File: src/bzj_ram.sv
// Generic single-write, single-read RAM with registered read data.
// No dependencies.
`default_nettype none
module bzj_ram #(
  parameter int WIDTH = 64,
  parameter int DEPTH = 16
) (
  input  logic                     clk,
  input  logic                     we,
  input  logic [$clog2(DEPTH)-1:0] waddr,
  input  logic [WIDTH-1:0]         wdata,
  input  logic [$clog2(DEPTH)-1:0] raddr,
  output logic [WIDTH-1:0]         rdata
);

  logic [WIDTH-1:0] mem [DEPTH];

  always_ff @(posedge clk) begin
    if (we) begin
      mem[waddr] <= wdata;
    end
    rdata <= mem[raddr];
  end

endmodule
`default_nettype wire

File: config.mk
export PLATFORM = sky130hd
export DESIGN_NAME = bzj_ram
export DESIGN_NICKNAME = d
export VERILOG_FILES = /design/src/bzj_ram.sv
export SDC_FILE = /design/constraint.sdc
export NUM_CORES = 1
export LEC_CHECK = 0
export BUFFER_PORTS_ARGS = -buffer_cell sky130_fd_sc_hd__clkbuf_2
export CORE_MARGIN = 2
export CORE_UTILIZATION = 36
export CTS_BUF_LIST = sky130_fd_sc_hd__clkbuf_4 sky130_fd_sc_hd__clkbuf_8
export DETAILED_ROUTE_END_ITERATION = 8
export GPL_TIMING_DRIVEN = 1
export HOLD_SLACK_MARGIN = 0.03
export PLACE_DENSITY = 0.6
export SETUP_SLACK_MARGIN = 0.15
export SLEW_MARGIN = 0
export SYNTH_ARGS = -nofsm -noshare
export SYNTH_HDL_FRONTEND = slang
export SYNTH_SLANG_ARGS = --single-unit
File: constraint.sdc
create_clock -name clk -period 13.5 [get_ports clk]
set_input_delay 0.675 -clock clk [delete_from_list [all_inputs] [get_ports clk]]
set_output_delay 0.675 -clock clk [all_outputs]
set_load 0.02 [all_outputs]
# Word level (Yosys, flattened, before mapping)
# Memory sizes are Yosys's and may differ from the RTL's. A register that Yosys moved wholly into a read port is not among the register bits.
# Cells that the tools add are included.
[classes]
n_mux = 2
[ops]
columns = ["operator", "n"]
rows = [
  ["$mux 1", 2],
]
[word_totals]
out_inout_bits = 64
word_cells = 3
memories = 1
register_bits = 0
mem_bits_rw = 1024
[mem_list]
columns = ["name", "words", "word_bits", "rd", "rd_ports_with_merged_regs", "wr", "line", "rtl"]
rows = [
  ["mem", 16, 64, 1, 1, 1, "16", "logic [WIDTH-1:0] mem [DEPTH];"],
]

# Longest topological paths before layout
[logic_depth]
word_depth = 2
depth_mapped = 6

# Worst setup path after synthesis
# OpenSTA, ideal clock, no wires.
[synth_path]
path_type = "input to register"
from = "input port waddr[2]"
to = "memory mem[0][0] (enable)"
t_arrival_ps = 5538
cell_stages = 2
setup_ps = 565
required_ps = 12935
slack_ps = 7396
path_cell_list = "or3b_2 -> nor3_1"
[synth_lines]
columns = ["item", "line", "rtl"]
rows = [
  ["from (decl)", "10", "input logic [$clog2(DEPTH)-1:0] waddr,"],
  ["to (decl)", "16", ""],
]
# Straight into the memory's write port.

==> results.md <==
- Layout area overhead: 15.0%
- Total Routing Usage GR: 16.4%
- Synth Area in Simple Gates: less than 1%
- Initial Utilization: 36.3%
- Die X: 336 µm
- # setup viols final: 0
- CP Buf/Inv Count: 3
- Fillers: between 9k and 10k
- Synth unique cells: 18
- Multiplexer share of the synthesized area: 14.6%
- Vias/cell: 5.24
- Clock transition at the registers of the reported paths: roughly 0.06 ns
- DP Wirelength: 44000 µm
- Critical-path cell with the highest stage delay: buf_4
- PortBufs: 137
- Syn_nets: 1721
- Root Buffer: clkbuf_8
- Post-synth top area cell: edfxtp_1
- H-tree depth: 4
- Largest cells by area after synthesis: edfxtp_1 78%, mux4_2 15%, dfxtp_1 3.2%, a22oi_1 2.4%, nand2_1 0.62%
- Status: complete, no violations
- Pin count of the biggest net entering global routing: 161
- Nets@finish: between 1.5k and 2k
- Largest family of logic cells by synthesized area: multiplexers
- Period utilization: 23.5%
- RSZ-0062 raised after global routing: no
- Ys Warns: 0
- TritonCTS Buffers: roughly 170
- Seq/Total Area, Yosys: between 80% and 90%
- Die Outline Area: approximately 110000 µm²
- Post-Route WL: 91200 µm
- Post-CTS setup buffer count: 0
- CP max FO: 118
- Site Rows: between 100 and 150
- Fin Setup TNS: 0 ns
- Dpl cell area: between 40000 and 50000 µm²
- I/O Pins: 138
- Synth Cell Area: roughly 40000 µm²
- Max stage delay on crit path: 0.88 ns
- Peak VDD IR: between 70 and 80 µV
- Later-pin clock latency in the skew report: ~0.83 ns
- Post-cts sizing count: 0
- Worst EP required: 14.19 ns
- Crit Path Class: input pin to register
- P_leak: approximately 15 nW
- Worst endpoint data arrival time: 3.87 ns
- Worst hold-check path type: input pin to register
- Clock sink total: 1088
- Design Power: 6.93 mW
- DRC: 0
- Multi-input gate area: 7230 µm²
- Routed vias: between 15k and 20k
- Worst Tran Pin Value: 1.08 ns
- Worst setup EP type: register
- Tmin final: between 3 and 4 ns
- Hold slack: between 0.2 and 0.3 ns
- PwrDens: approximately 150 nW/µm²
- Total iterations of the first detailed-routing run: 5
- DRT antenna net count: 0
- Vias in the first global route: 19.4k
- FF+latch area: 32000 µm²
- Dpl ws: between 9 and 10 ns
- Routed WL per cell: about 26 µm
- Fraction of final layout cells with drive strength greater than 1: about 36%
- Fmax: about 0.31 GHz
- Post-Synth XOR/XNOR Area: 0%
- Crit-path leading delay family: buffers and inverters
- Number of max-cap violations: 0
- Hold Buf Count CTS: 0
- Adder-cell area share of the yosys netlist: 0%
- CTS tree: built
- GPL Wtd Cong: just over 0.7
- Post-Syn Instances: 1647
- Antenna violations before repair: 11
- Final Instance Area: roughly 46000 µm²
- Overflow left after global routing: 0
- Die Ht: roughly 340 µm
- Syn Area/Cell: roughly 24 µm²
- #FFs+latches synth: 1088
- Clk_skew: 0.0358 ns
- Critical Path, Cell by Cell: buf_8, buf_12, buf_4, mux4_2, a22oi_1, nand2_1
- Number of DRC markers in iteration 0: 1927
- Core region area: 109000 µm²
- Relative slew slack: 27.7%
- Final WS setup: 10.32 ns
- Crit start category: input pin
- Area share of the largest cell type after synthesis: between 70% and 80%
- Compound-gate portion of the synthesized area: 2.43%
- CTS max path bufs: 3
- Endpoints failing hold: 0
- Fin. max-slew vios: 0
- First-pass GRT wire length: approximately 130000 µm
-- metal layers --
| layer | wire [µm] | track usage [%] |
|---|---|---|
| met1 | 39300 | 22.7 |
| met2 | 43700 | 25.8 |
| met3 | 6420 | 3.76 |
| met4 | 1670 | 5.03 |
| met5 | 80 | 0 |
-- layout by cell type, fill, tap and decap left out --
master      netlist  final
edfxtp_1       1024   1024
mux4_2          256    256
clkbuf_8          0    185
clkbuf_2          0    135
a22oi_1         128    128
clkbuf_4          0     82
nand2_1          65     65
dfxtp_1          64     64
buf_4             6     35
clkinv_1          0     14
nor2_4            0     13
clkinv_2          0     13
nor3_2            0      4
inv_6             0      4
clkinvlp_4        0      4
clkinv_8          0      3
diode_2           0      2
nor2b_4           0      2
nand3b_1          2      2
nand2b_1          2      2
bufinv_16         0      2
buf_8             0      2
buf_12            0      2
and2_4            0      1
nand3_1           1      1
or3b_2            1      1
inv_8             0      1
-- cell type report --
type                    instances  share of cell area (%)
diodes                          2                  0.0110
flip-flops and latches       1088                    70.4
clock buffers                 267                    6.95
well taps                    1414                    3.89
clock inverters                41                   0.665
multi-input cells             475                    15.9
repair buffers                174                    2.22
-- cell families (layout without fill, tap and decap cells) --
logic type | after synthesis | after routing
compound gates | 128 | 128
simple gates | 91 | 91
buf+inv | 84 | 482
other cells | 0 | 2
mux | 256 | 256
flops | 1088 | 1088
-- synthesized netlist by cell type (all sizes together) --
master and count:
nand3 1, clkbuf 36, nand2b 2, edfxtp 1024, nor3 4, buf 48, or3b 1, nand3b 2
mux4 256, nor2b 2, nand2 65, nor2 13, a22oi 128, dfxtp 64, and2 1
-- state kept, by name (all words and copies together) (netlist names) --
register / count
rdata: 64
mem: 1024
-- where the power goes --
group | switching (mW) | internal [mW] | leakage, nW
Sequential | 0.0290 | 3.78 | 9.79
Combinational | 0.212 | 0.129 | 2.99
Clock | 1.25 | 1.53 | 1.85
-- path summary, 6_finish.rpt --
path / startpoint / endpoint / slack (ns) / cells after the start
min: wdata[23] / mem[2][23]$_DFFE_PP_ / 0.26 / 1
max: raddr[0] / rdata[51]$_DFF_P_ / 10.32 / 6
min reg2reg: mem[14][39]$_DFFE_PP_ / rdata[39]$_DFF_P_ / 0.66 / 3
max reg2reg: mem[11][20]$_DFFE_PP_ / rdata[20]$_DFF_P_ / 12.11 / 3
-- worst reg2reg max path: stages, from the launching register on --
cell,delay [ns]
edfxtp_1,0.37
mux4_2,0.47
a22oi_1,0.23
nand2_1,0.18
-- through the flow --
stage / cells / util [%]
floorplan: 1647 / -
global placement: 3151 / 38.6
detailed placement: 3151 / 38.6
CTS: 3459 / 41.7
global route: 3460 / 41.8
finish: 3461 / 41.8
Note: power is estimated with default switching activity, not from simulation.
